<file path="src/sv/tlbsc_pkg.sv">
// Shared constants, types and state encoding for the second-chance TLB block.
package tlbsc_pkg;

   localparam int OFFSET_BITS_DEFAULT  = 8;
   localparam int FRAME_COUNT_DEFAULT  = 128;
   localparam int TLB_ENTRIES_DEFAULT  = 16;
   localparam int ADDRESS_BITS_DEFAULT = 16;

   localparam int FRAME_W    = 7;
   localparam int PHYS_W     = 15;
   localparam int FETCH_W    = 8;

   typedef enum logic [2:0] {
      ST_IDLE,
      ST_TLB,
      ST_TABLE,
      ST_ALLOC,
      ST_FILL,
      ST_RESP
   } state_type;

   typedef struct packed {
      logic load;
      logic tlb_look;
      logic table_look;
      logic alloc;
      logic fill;
      logic send;
   } cmd_type;

   typedef struct packed {
      logic tlb_hit;
      logic table_hit;
      logic rsp_taken;
   } status_type;

endpackage

</file>
<file path="src/sv/tlbsc_ctrl.sv">
// Controller state machine sequencing lookup, allocation and TLB refill.
module tlbsc_ctrl
   import tlbsc_pkg::*;
(
   input  logic       clock,
   input  logic       reset,
   input  logic       req_valid,
   output logic       req_ready,
   input  status_type status,
   output cmd_type    cmd
);

   state_type state_ff, state_in;

   always_ff @(posedge clock) begin
      if (reset) begin
         state_ff <= ST_IDLE;
      end else begin
         state_ff <= state_in;
      end
   end

   always_comb begin
      state_in = state_ff;
      case (state_ff)
         ST_IDLE: begin
            if (req_valid) state_in = ST_TLB;
         end
         ST_TLB: begin
            state_in = ST_TABLE;
         end
         ST_TABLE: begin
            if (status.tlb_hit) state_in = ST_RESP;
            else if (status.table_hit) state_in = ST_FILL;
            else state_in = ST_ALLOC;
         end
         ST_ALLOC: begin
            state_in = ST_FILL;
         end
         ST_FILL: begin
            state_in = ST_RESP;
         end
         ST_RESP: begin
            if (status.rsp_taken) state_in = ST_IDLE;
         end
         default: begin
            state_in = ST_IDLE;
         end
      endcase
   end

   always_comb begin
      cmd = '0;
      req_ready = 1'b0;
      case (state_ff)
         ST_IDLE: begin
            req_ready = 1'b1;
            cmd.load  = req_valid;
         end
         ST_TLB:   cmd.tlb_look   = 1'b1;
         ST_TABLE: cmd.table_look = 1'b1;
         ST_ALLOC: cmd.alloc      = 1'b1;
         ST_FILL:  cmd.fill       = 1'b1;
         ST_RESP:  cmd.send       = 1'b1;
         default:  cmd = '0;
      endcase
   end

endmodule

</file>
<file path="src/sv/tlbsc_dp.sv">
// Datapath holding the TLB, the frame table, the hands and the result.
module tlbsc_dp
   import tlbsc_pkg::*;
#(
   parameter int OFFSET_BITS  = OFFSET_BITS_DEFAULT,
   parameter int FRAME_COUNT  = FRAME_COUNT_DEFAULT,
   parameter int TLB_ENTRIES  = TLB_ENTRIES_DEFAULT,
   parameter int ADDRESS_BITS = ADDRESS_BITS_DEFAULT
) (
   input  logic                    clock,
   input  logic                    reset,
   input  cmd_type                 cmd,
   output status_type              status,
   input  logic [ADDRESS_BITS-1:0] req_logical_address,
   input  logic                    rsp_ready,
   output logic [FRAME_W-1:0]      rsp_frame_index,
   output logic [PHYS_W-1:0]       rsp_physical_address,
   output logic                    rsp_tlb_hit,
   output logic                    rsp_page_fault,
   output logic [FETCH_W-1:0]      rsp_fetch_page
);

   localparam int PAGE_W = ADDRESS_BITS - OFFSET_BITS;
   localparam int FI_W   = (FRAME_COUNT > 1) ? $clog2(FRAME_COUNT) : 1;
   localparam int TI_W   = (TLB_ENTRIES > 1) ? $clog2(TLB_ENTRIES) : 1;

   logic [PAGE_W-1:0]      page_ff;
   logic [OFFSET_BITS-1:0] offset_ff;
   logic [PAGE_W-1:0]      tlb_page_ff  [TLB_ENTRIES];
   logic [FI_W-1:0]        tlb_frame_ff [TLB_ENTRIES];
   logic [TLB_ENTRIES-1:0] tlb_valid_ff, tlb_ref_ff;
   logic [PAGE_W-1:0]      table_page_ff [FRAME_COUNT];
   logic [FRAME_COUNT-1:0] table_valid_ff, table_ref_ff;
   logic [FI_W:0]          table_hand_ff;
   logic [TI_W:0]          tlb_hand_ff;
   logic [FI_W-1:0]        frame_ff;
   logic                   hit_ff, fault_ff;
   logic [TI_W-1:0]        hit_slot_ff;

   logic                   tlb_match;
   logic [TI_W-1:0]        tlb_match_idx;
   logic                   tbl_match;
   logic [FI_W-1:0]        tbl_match_idx;

   always_comb begin
      tlb_match = 1'b0;
      tlb_match_idx = '0;
      for (int i = TLB_ENTRIES - 1; i >= 0; i--) begin
         if (tlb_valid_ff[i] && tlb_page_ff[i] == page_ff) begin
            tlb_match = 1'b1;
            tlb_match_idx = TI_W'(i);
         end
      end
   end

   always_comb begin
      tbl_match = 1'b0;
      tbl_match_idx = '0;
      for (int i = FRAME_COUNT - 1; i >= 0; i--) begin
         if (table_valid_ff[i] && table_page_ff[i] == page_ff) begin
            tbl_match = 1'b1;
            tbl_match_idx = FI_W'(i);
         end
      end
   end

   // Second-chance choice for the frame table.
   logic [FI_W-1:0] tbl_pick;
   logic            tbl_all_valid;
   always_comb begin
      logic got_inv, got_hand, got_zero;
      logic [FI_W-1:0] inv_i, hand_i, zero_i;
      got_inv = 1'b0; got_hand = 1'b0; got_zero = 1'b0;
      inv_i = '0; hand_i = '0; zero_i = '0;
      for (int i = FRAME_COUNT - 1; i >= 0; i--) begin
         if (!table_valid_ff[i]) begin
            got_inv = 1'b1; inv_i = FI_W'(i);
         end
         if (!table_ref_ff[i]) begin
            got_zero = 1'b1; zero_i = FI_W'(i);
            if ((FI_W+1)'(i) >= table_hand_ff) begin
               got_hand = 1'b1; hand_i = FI_W'(i);
            end
         end
      end
      tbl_all_valid = !got_inv;
      if (got_inv) tbl_pick = inv_i;
      else if (got_hand) tbl_pick = hand_i;
      else if (got_zero) tbl_pick = zero_i;
      else tbl_pick = '0;
   end

   // Second-chance choice for the TLB, taken after any eviction is applied.
   logic [TI_W-1:0] tlb_pick;
   logic            tlb_all_valid;
   always_comb begin
      logic got_inv, got_hand, got_zero;
      logic [TI_W-1:0] inv_i, hand_i, zero_i;
      got_inv = 1'b0; got_hand = 1'b0; got_zero = 1'b0;
      inv_i = '0; hand_i = '0; zero_i = '0;
      for (int i = TLB_ENTRIES - 1; i >= 0; i--) begin
         if (!tlb_valid_ff[i]) begin
            got_inv = 1'b1; inv_i = TI_W'(i);
         end
         if (!tlb_ref_ff[i]) begin
            got_zero = 1'b1; zero_i = TI_W'(i);
            if ((TI_W+1)'(i) >= tlb_hand_ff) begin
               got_hand = 1'b1; hand_i = TI_W'(i);
            end
         end
      end
      tlb_all_valid = !got_inv;
      if (got_inv) tlb_pick = inv_i;
      else if (got_hand) tlb_pick = hand_i;
      else if (got_zero) tlb_pick = zero_i;
      else tlb_pick = '0;
   end

   always_ff @(posedge clock) begin
      if (reset) begin
         tlb_valid_ff   <= '0;
         tlb_ref_ff     <= '0;
         table_valid_ff <= '0;
         table_ref_ff   <= '0;
         table_hand_ff  <= '0;
         tlb_hand_ff    <= '0;
      end else begin
         if (cmd.table_look) begin
            if (hit_ff) begin
               tlb_ref_ff[hit_slot_ff] <= 1'b1;
            end else if (tbl_match) begin
               table_ref_ff[tbl_match_idx] <= 1'b1;
            end
         end
         if (cmd.alloc) begin
            if (tbl_all_valid) table_ref_ff <= '0;
            table_hand_ff <= {1'b0, tbl_pick} + 1'b1;
            table_valid_ff[tbl_pick] <= 1'b1;
            for (int i = 0; i < TLB_ENTRIES; i++) begin
               if (tlb_valid_ff[i] && tlb_frame_ff[i] == tbl_pick) begin
                  tlb_valid_ff[i] <= 1'b0;
                  tlb_ref_ff[i]   <= 1'b0;
               end
            end
         end
         if (cmd.fill) begin
            if (tlb_all_valid) tlb_ref_ff <= '0;
            tlb_hand_ff <= {1'b0, tlb_pick} + 1'b1;
            tlb_valid_ff[tlb_pick] <= 1'b1;
         end
      end
   end

   always_ff @(posedge clock) begin
      if (cmd.load) begin
         page_ff   <= req_logical_address[ADDRESS_BITS-1:OFFSET_BITS];
         offset_ff <= req_logical_address[OFFSET_BITS-1:0];
         fault_ff  <= 1'b0;
      end
      if (cmd.tlb_look) begin
         hit_ff      <= tlb_match;
         hit_slot_ff <= tlb_match_idx;
         frame_ff    <= tlb_frame_ff[tlb_match_idx];
      end
      if (cmd.table_look) begin
         if (!hit_ff) frame_ff <= tbl_match_idx;
      end
      if (cmd.alloc) begin
         fault_ff <= 1'b1;
         frame_ff <= tbl_pick;
         table_page_ff[tbl_pick] <= page_ff;
      end
      if (cmd.fill) begin
         tlb_page_ff[tlb_pick]  <= page_ff;
         tlb_frame_ff[tlb_pick] <= frame_ff;
      end
   end

   assign status.tlb_hit   = hit_ff;
   assign status.table_hit = tbl_match;
   assign status.rsp_taken = cmd.send & rsp_ready;

   logic [FI_W+OFFSET_BITS-1:0] phys;
   assign phys = {frame_ff, offset_ff};

   assign rsp_frame_index      = FRAME_W'(frame_ff);
   assign rsp_physical_address = PHYS_W'(phys);
   assign rsp_tlb_hit          = hit_ff;
   assign rsp_page_fault       = fault_ff;
   assign rsp_fetch_page       = fault_ff ? FETCH_W'(page_ff) : '0;

   a_fill_valid: assert property (@(posedge clock) disable iff (reset)
      cmd.fill |=> tlb_valid_ff[$past(tlb_pick)])
      else $error("TLB fill did not mark the slot valid");
   a_alloc_valid: assert property (@(posedge clock) disable iff (reset)
      cmd.alloc |=> table_valid_ff[$past(tbl_pick)] && fault_ff)
      else $error("allocation did not mark the frame valid");
   a_hit_no_fault: assert property (@(posedge clock) disable iff (reset)
      cmd.send |-> !(hit_ff && fault_ff))
      else $error("hit and fault together");

endmodule

</file>
<file path="src/sv/tlb_page_table_second_chance_top.sv">
// Top level of the TLB with frame table and second-chance replacement.
// A request passes the TLB and table lookup states; a TLB hit then goes to the response,
// a table hit through fill and a page fault through allocate and fill. One request is
// handled at a time by the controller; it accepts the next only once the response is taken.
// Reset clears all valid bits, reference bits and both hands.
module tlb_page_table_second_chance_top
   import tlbsc_pkg::*;
#(
   parameter int OFFSET_BITS  = OFFSET_BITS_DEFAULT,
   parameter int FRAME_COUNT  = FRAME_COUNT_DEFAULT,
   parameter int TLB_ENTRIES  = TLB_ENTRIES_DEFAULT,
   parameter int ADDRESS_BITS = ADDRESS_BITS_DEFAULT
) (
   input  logic                    clock,
   input  logic                    reset,
   input  logic                    req_valid,
   output logic                    req_ready,
   input  logic [ADDRESS_BITS-1:0] req_logical_address,
   output logic                    rsp_valid,
   input  logic                    rsp_ready,
   output logic [FRAME_W-1:0]      rsp_frame_index,
   output logic [PHYS_W-1:0]       rsp_physical_address,
   output logic                    rsp_tlb_hit,
   output logic                    rsp_page_fault,
   output logic [FETCH_W-1:0]      rsp_fetch_page
);

   cmd_type    cmd;
   status_type status;

   tlbsc_ctrl u_ctrl (
      .clock     (clock),
      .reset     (reset),
      .req_valid (req_valid),
      .req_ready (req_ready),
      .status    (status),
      .cmd       (cmd)
   );

   tlbsc_dp #(
      .OFFSET_BITS  (OFFSET_BITS),
      .FRAME_COUNT  (FRAME_COUNT),
      .TLB_ENTRIES  (TLB_ENTRIES),
      .ADDRESS_BITS (ADDRESS_BITS)
   ) u_dp (
      .clock                (clock),
      .reset                (reset),
      .cmd                  (cmd),
      .status               (status),
      .req_logical_address  (req_logical_address),
      .rsp_ready            (rsp_ready),
      .rsp_frame_index      (rsp_frame_index),
      .rsp_physical_address (rsp_physical_address),
      .rsp_tlb_hit          (rsp_tlb_hit),
      .rsp_page_fault       (rsp_page_fault),
      .rsp_fetch_page       (rsp_fetch_page)
   );

   assign rsp_valid = cmd.send;

endmodule
</file>
<file path="config.mk">
export PLATFORM = sky130hd
export DESIGN_NAME = tlb_page_table_second_chance_top
export DESIGN_NICKNAME = d
export VERILOG_FILES = /design/src/sv/tlbsc_pkg.sv /design/src/sv/tlbsc_ctrl.sv /design/src/sv/tlbsc_dp.sv /design/src/sv/tlb_page_table_second_chance_top.sv
export SDC_FILE = /design/constraint.sdc
export NUM_CORES = 2
export LEC_CHECK = 0
export ABC_AREA = 1
export ABC_CLOCK_PERIOD_IN_PS = 11100
export BUFFER_PORTS_ARGS = -buffer_cell sky130_fd_sc_hd__buf_4
export CORE_AREA = 2 2 510 512
export CTS_BUF_LIST = sky130_fd_sc_hd__clkbuf_8
export DETAILED_ROUTE_END_ITERATION = 12
export DIE_AREA = 0 0 512 514
export GPL_TIMING_DRIVEN = 0
export PLACE_DENSITY = 0.48
export SYNTH_ARGS = -nofsm -noshare
export SYNTH_HDL_FRONTEND = slang
export SYNTH_SLANG_ARGS = --single-unit
</file>
<file path="constraint.sdc">
create_clock -name clock -period 11.1 [get_ports clock]
set_input_delay 0.555 -clock clock [delete_from_list [all_inputs] [get_ports clock]]
set_output_delay 0.555 -clock clock [all_outputs]
set_load 0.02 [all_outputs]
</file>
# == Word level (Yosys, flattened, before mapping) ==
# Memory sizes are Yosys's and may differ from the RTL's.
# Cells that the tools add are included.
# classes
div,0
mux,1505
bitwise,5
eq_ne,167
order_cmp,152
n_reduce_logical,167
multipliers,0
add_sub_neg,2
shift,0
# ops
operator,n
$mux 7,647
$eq 8x8->1,144
$mux 1,752
$mux 128,5
$ge 7x8->1 const A,64
$mux 4,83
$ge 6x8->1 const A,32
$or 128x128->128,2
$logic_and 1x1->1,164
$ge 5x8->1 const A,16
$mux 16,8
$eq 7x7->1,16
$ge 4x8->1 const A,8
$ge 4x5->1 const A,8
$ge 3x8->1 const A,4
$or 16x16->16,2
$ge 3x5->1 const A,4
$pmux 3 s6,1
$ge 1x8->1 const A,2
$ge 2x8->1 const A,2
$lt 7x8->1 const B,2
$reduce_or 15->1,1
$demux 1 s7,2
$ge 7x1->1 const B,2
16 further kinds,27
# totals
mem_bits_rw,1264
mem_bits_ro,0
memories,3
latchBits,0
ff_bits,333
# mem_list
memory,depth,width,rd,rd_clocked_by_memory_dff,write_ports,line,source
u_dp.table_page_ff,128,8,128,0,1,tlbsc_dp.sv:32,logic [PAGE_W-1:0] table_page_ff [FRAME_COUNT];
u_dp.tlb_page_ff,16,8,16,0,1,tlbsc_dp.sv:29,logic [PAGE_W-1:0] tlb_page_ff [TLB_ENTRIES];
u_dp.tlb_frame_ff,16,7,17,0,1,tlbsc_dp.sv:30,logic [FI_W-1:0] tlb_frame_ff [TLB_ENTRIES];

# == Longest topological paths before layout ==
# depth
ltp_word,266
depth_mapped,139

# == Cells and area by module ==
# From an unflattened synthesis, not the netlist that was laid out.
# hier_totals
hier_cells,8454
area_unflattened_um2,78735.5
# modules_own_cells
module,cells_per_inst,seq_area_each_um2,instances,area_each_um2
tlbsc_dp,8414,44772.9,1,78494.0
tlbsc_ctrl,40,60.1,1,241.5

# == Least setup slack after synthesis ==
# No wires, ideal clock.
# synth_path
path_kind,reg-to-reg
startpoint,register u_dp.page_ff[1]
endpoint,register u_dp.table_ref_ff[33]
n_path_buf,12
required_time_ns,11.030
setup_time_ns,0.070
path_slack_ns,1.815
t_arrival_ns,9.214
period_less_slack_ns,9.285
stages_incl_launch_ff,53
cell_sequence,edfxtp_1 inv_2 buf_2 buf_4 buf_4 buf_2 buf_4 buf_2 buf_2 buf_2 buf_2 buf_2 buf_2 a2111o_1 nor4_1 nand2_1 o41ai_1 o31ai_1 (+17 left out) a21oi_1 nor2_1 nor2_1 or2_2 a211oi_1 nor3_1 o211ai_1 a31oi_1 o21ai_0 a31oi_1 o31ai_1 nand3_1 nand3_1 nand2_1 a21oi_1 clkbuf_1 nand4_1 a21oi_1
# synth_via
elab_chain_len,140
word_cells_on_any_way,523
cone_classes,order compare (2); eq/ne (128); mux (263); bitwise (1); reduce/logical (129)
# synth_lines
item,line,source
"start, declared",tlbsc_dp.sv:27,logic [PAGE_W-1:0] page_ff;
"start signal, assigned",tlbsc_dp.sv:156,page_ff <= req_logical_address[ADDRESS_BITS-1:OFFSET_BITS];
$eq 8x8->1,tlbsc_dp.sv:60,if (table_valid_ff[i] && table_page_ff[i] == page_ff) begin
$logic_and 1x1->1,tlbsc_dp.sv:60,
$mux 7 (128 in series),tlbsc_dp.sv:60,
$lt 7x8->1 (not written as such) / $ge 7x1->1 (equally long branches),tlbsc_dp.sv:132,table_ref_ff[tbl_match_idx] <= 1'b1;
$logic_and 1x1->1 (not written as such),tlbsc_dp.sv:132,
$mux 1 (not written as such),tlbsc_dp.sv:132,
$demux 1 s7,-,
$or 128x128->128 (no line),-,
$mux 128 (*),tlbsc_dp.sv:131,end else if (tbl_match) begin
$mux 128 (*),tlbsc_dp.sv:129,if (hit_ff) begin
$mux 128 (*),tlbsc_dp.sv:128,if (cmd.table_look) begin
$mux 128,tlbsc_dp.sv:136,if (tbl_all_valid) table_ref_ff <= '0;
$mux 128 (*),tlbsc_dp.sv:135,if (cmd.alloc) begin
"end signal, assigned",tlbsc_dp.sv:124,table_ref_ff <= '0;
"end signal, assigned by index",tlbsc_dp.sv:132,
"end signal, assigned",tlbsc_dp.sv:136,
"end, declared",tlbsc_dp.sv:33,"logic [FRAME_COUNT-1:0] table_valid_ff, table_ref_ff;"
# Mark *: on every way between the ends. The rest lies on a longest branch, timed or not.
# A chain may end at the register's enable or synchronous reset.

# == Worst setup path in the final report ==
# layout_path
startpoint,register u_dp.page_ff[4]
endpoint,"register u_dp.frame_ff[6], in the netlist u_dp.rsp_frame_index[6]"
# layout_via
elab_chain_len,133
word_cells_on_any_way,437
cone_classes,eq/ne (144); mux (148); reduce/logical (144); memory (1)
# layout_lines
item,line,source
$eq 8x8->1,tlbsc_dp.sv:60,
$logic_and 1x1->1,tlbsc_dp.sv:60,
$mux 7 (128 in series),tlbsc_dp.sv:60,
$mux 7,tlbsc_dp.sv:166,if (!hit_ff) frame_ff <= tbl_match_idx;
$mux 7 (*),tlbsc_dp.sv:165,if (cmd.table_look) begin
$mux 7 (*),tlbsc_dp.sv:168,if (cmd.alloc) begin
"end signal, assigned",tlbsc_dp.sv:163,frame_ff <= tlb_frame_ff[tlb_match_idx];
"end signal, assigned",tlbsc_dp.sv:166,
"end signal, assigned",tlbsc_dp.sv:170,frame_ff <= tbl_pick;
"end, declared",tlbsc_dp.sv:36,logic [FI_W-1:0] frame_ff;
# Marks and branches as above.

==> out/qor.txt <==
first-pass GRT wire length -> 414000 µm
Avg Cell Area, Syn -> 9.64 µm²
placed cell area -> 0.0840 mm²
register area share after synthesis -> 58.3%
Area contributors post-synth -> edfxtp_1 (50%), dfxtp_1 (8.1%), nand2_1 (7.3%), inv_1 (4.5%), nor2_1 (3.5%)
Main synth FF type -> edfxtp_1
commonest non-fill, non-tap cells in the layout -> nand2_1 (1489), edfxtp_1 (1285), inv_1 (1018), nor2_1 (652), a21oi_1 (475)
clk sinks -> 1597
Max Freq -> 0.0926 GHz
crit path launch type -> flip-flop
GP Congestion -> 0.927
DRC viols -> 0
clock share of power -> 39.4%
Tot Pwr -> 13.8 mW
slew of the pin with the lowest slew margin -> 1.46 ns
Max Slew Vio Count -> 0
maximum number of pins on one net before global-route repair -> 20
fillers -> 26.1k
I/O pin cnt -> 54
status -> finished, final reports clean
Switching Share -> 27.6%
Die ar. -> 0.263 mm²
Final WS setup -> 0.297 ns
Final Hold Fails -> 0
post-synthesis cell count -> 7983
GRT Util Overall -> 21.2%
antenna-violating nets left -> 0
final setup vio count -> 0
Worst EP required -> 12.03 ns
r2r worst-path depth -> 27
worst hold margin -> 0.249 ns
share of cells above drive strength 1 -> 12.3%
CP arrival -> 11.73 ns
top-area cell type share of the netlist area -> 50.1%
Max-Cap Viols -> 0
Pleak -> 32.5 nW
worst clock skew -> 0.132 ns
via count -> 63.0k
post-synthesis sequential element count -> 1597
Finished Core Util -> 35.3%
Slew Limit Headroom -> 2.88%
critical path fanouts, max -> 19
clk slew on worst S/H paths -> 0.06 ns
Num CTS Buffers -> 305
Async S/R FF share, synth -> 0%
Post-Route WL -> 287000 µm
Synthesis Warnings -> 0
Crit-path slowest cell -> clkdlybuf4s15_2
Critical path destination -> u_dp.rsp_frame_index[6]$_DFF_P_
fin nets -> 8509
area grow syn2layout -> 18.4%
initial core utilization -> 29.8%
maximum root-to-sink buffer count -> 4
die width -> 512 µm
switching power -> 3.81 mW
Avg WL per Cell -> 23.7 µm
EDFF count, synth -> 1285
reg2reg setup slack -> 0.30 ns
Crit. End Element -> flip-flop
Port Buffer Count -> 52
Die H -> 514 µm
PD cells -> 152 mW/mm²
Combinational Power Share -> 11.9%
antenna violations before repair -> 11
final instance area -> 0.0911 mm²
area leader, netlist -> edfxtp_1
worst min path class -> input pin to flip-flop
htree depth -> 5
Internal Power -> 10.0 mW
WS Path Type -> flip-flop to flip-flop
leading cell type in the layout, fill and taps excluded -> nand2_1
distinct cell type count after synthesis -> 68
Clock Tree Root -> clkbuf_8
GRT overflow -> 0
Tmin final -> 10.80 ns
cell depth of the worst hold path -> 2
Via density -> 5.20
number of global-route vias before repair -> 61.0k
CTS tree -> yes
Crit path top cell by count -> buf_2
Worst setup startpoint -> u_dp.page_ff[4]$_DFFE_PP_
final worst-path cycle share -> 97.3%
worst vdd ir -> 106 µV
RR Startpoint -> u_dp.page_ff[4]$_DFFE_PP_
worst skew pair latency -> 1.03 ns
Synth Net Count -> 8008
First-pass DRT Iterations -> 7
HPWL after DPL -> 204000 µm
1st-iter DRT viols -> 6042
Cell Rows -> 187
mapped cell area -> 0.0770 mm²
Seq pwr share -> 48.8%
slowest stage delay, CP -> 0.76 ns
Critical R2R Capture -> u_dp.rsp_frame_index[6]$_DFF_P_
dpl ws -> -4.41 ns
core area -> 0.258 mm²
per-layer routing:
layer	wire, µm	up-vias	global-route usage, %	share of wire (%)
met3	18300	527	2.63	6.4
met1	125000	31089	28.6	44
met5	14	-	0	0.0049
li1	-	29012	-	-
met4	10100	2	7.41	3.5
met2	133000	2412	34.8	46
Yosys cell counts (9+ instances only):
master,n
inv_1,927
o211ai_1,91
clkbuf_1,127
xor2_1,270
nor4_1,125
buf_4,25
a21oi_1,479
nor3_1,130
or3_1,9
nand4_1,171
a211oi_1,78
o2111ai_1,53
a221oi_1,59
edfxtp_1,1285
or2_2,88
a211o_1,19
a21boi_0,10
o22ai_1,146
nand2_1,1497
o221ai_1,12
a2111oi_0,106
nor2_1,716
buf_2,154
nand3_1,338
xnor2_1,147
o21ai_0,343
o31ai_1,18
buf_1,43
o311ai_0,9
dfxtp_1,312
nand3b_1,19
a31oi_1,39
clkinv_1,9
o21a_1,12
inv_2,9
flip-flops by register name, summed over array words and instances, names as in the netlist:
name	cells
u_dp.rsp_frame_index	7
u_dp.page_ff	8
u_dp.rsp_page_fault	1
u_dp.tlb_page_ff	128
u_ctrl.state_ff	3
u_dp.table_hand_ff	8
u_dp.tlb_ref_ff	16
u_dp.tlb_valid_ff	16
u_dp.table_ref_ff	128
u_dp.rsp_tlb_hit	1
u_dp.offset_ff	8
u_dp.table_page_ff	1024
u_dp.tlb_hand_ff	5
u_dp.table_valid_ff	128
u_dp.tlb_frame_ff	112
u_dp.hit_slot_ff	4
power by group through the flow:
stage | Sequential [mW] | Clock (mW) | Combinational [mW]
after global placement | 7.16 | 0 | 1.18
after floorplan | 6.91 | 0 | 0.673
after detailed placement | 6.88 | 0 | 1.59
after CTS | 6.75 | 5.55 | 1.62
final | 6.75 | 5.44 | 1.64
after global routing | 6.75 | 5.79 | 1.74
cell families (layout without fill, tap and decap cells):
| group | count (synthesis) | in the layout | synth area share, % |
|---|---|---|---|
| AND/OR/NAND/NOR | 3135 | 3135 | 17.7 |
| flip-flops | 1597 | 1597 | 58.3 |
| buffers and inverters | 1297 | 2020 | 6.73 |
| AO/OA/AOI/OAI | 1532 | 1532 | 12.5 |
| other | 0 | 4 | 0 |
| adder cells (fa/ha/maj) | 5 | 5 | 0.0813 |
| XOR/XNOR | 417 | 417 | 4.75 |
final cells by class:
class / instances / area (µm²) / area share (%)
diodes: 4 / 10.0 / 0.0110
clock buffers: 335 / 4610 / 5.06
plain buffers: 333 / 2000 / 2.20
flip-flops and latches: 1597 / 44800 / 49.2
well taps: 3402 / 4260 / 4.67
inverters: 945 / 3590 / 3.94
clock inverters: 194 / 911 / 1.00
repair buffers: 213 / 3380 / 3.71
multi-input cells: 5089 / 27500 / 30.2
stage by stage:
stage | cells | setup TNS [ns]
floorplan | 7983 | 0
global placement | 11437 | -1817.73
detailed placement | 11535 | -900.38
CTS | 12086 | 0
global route | 12111 | -0.0159
finish | 12112 | 0
critical path, delay by kind of cell, from the launching register on:
| family | cells | cell delay, ns |
|---|---|---|
| AOI/OAI and AO/OA | 5 | 1.14 |
| xor gates and xnor gates | 1 | 0.15 |
| buffers and inverters | 17 | 7.76 |
| DFF | 1 | 0.43 |
| and+or+nand+nor | 4 | 1.07 |
what timing repair did:
action | CTS | global route
cloned | 0 | 1
endpoints found under the setup margin | 923 | 1257
setup buffers | 15 | 30
gates resized for setup | 192 | 202
hold endpoints to repair | 18 | 0
hold buffers | 18 | 0
pin swaps | 7 | 14
worst min path at each step:
| stage | from | endpoint |
|---|---|---|
| 6_report | req_logical_address[8] | u_dp.page_ff[0]$_DFFE_PP_ |
| 5_1_grt | req_logical_address[2] | u_dp.offset_ff[2]$_DFFE_PP_ |
| 4_1_cts | req_logical_address[5] | u_dp.offset_ff[5]$_DFFE_PP_ |
| 3_5_place_dp | u_dp.table_ref_ff[126]$_SDFF_PP0_ | u_dp.table_ref_ff[126]$_SDFF_PP0_ |
| 3_3_place_gp | u_dp.table_valid_ff[119]$_SDFFE_PP0P_ | u_dp.table_valid_ff[119]$_SDFFE_PP0P_ |
| 2_1_floorplan | u_dp.table_ref_ff[81]$_SDFF_PP0_ | u_dp.table_ref_ff[81]$_SDFF_PP0_ |
(Power assumes the default switching activity.)
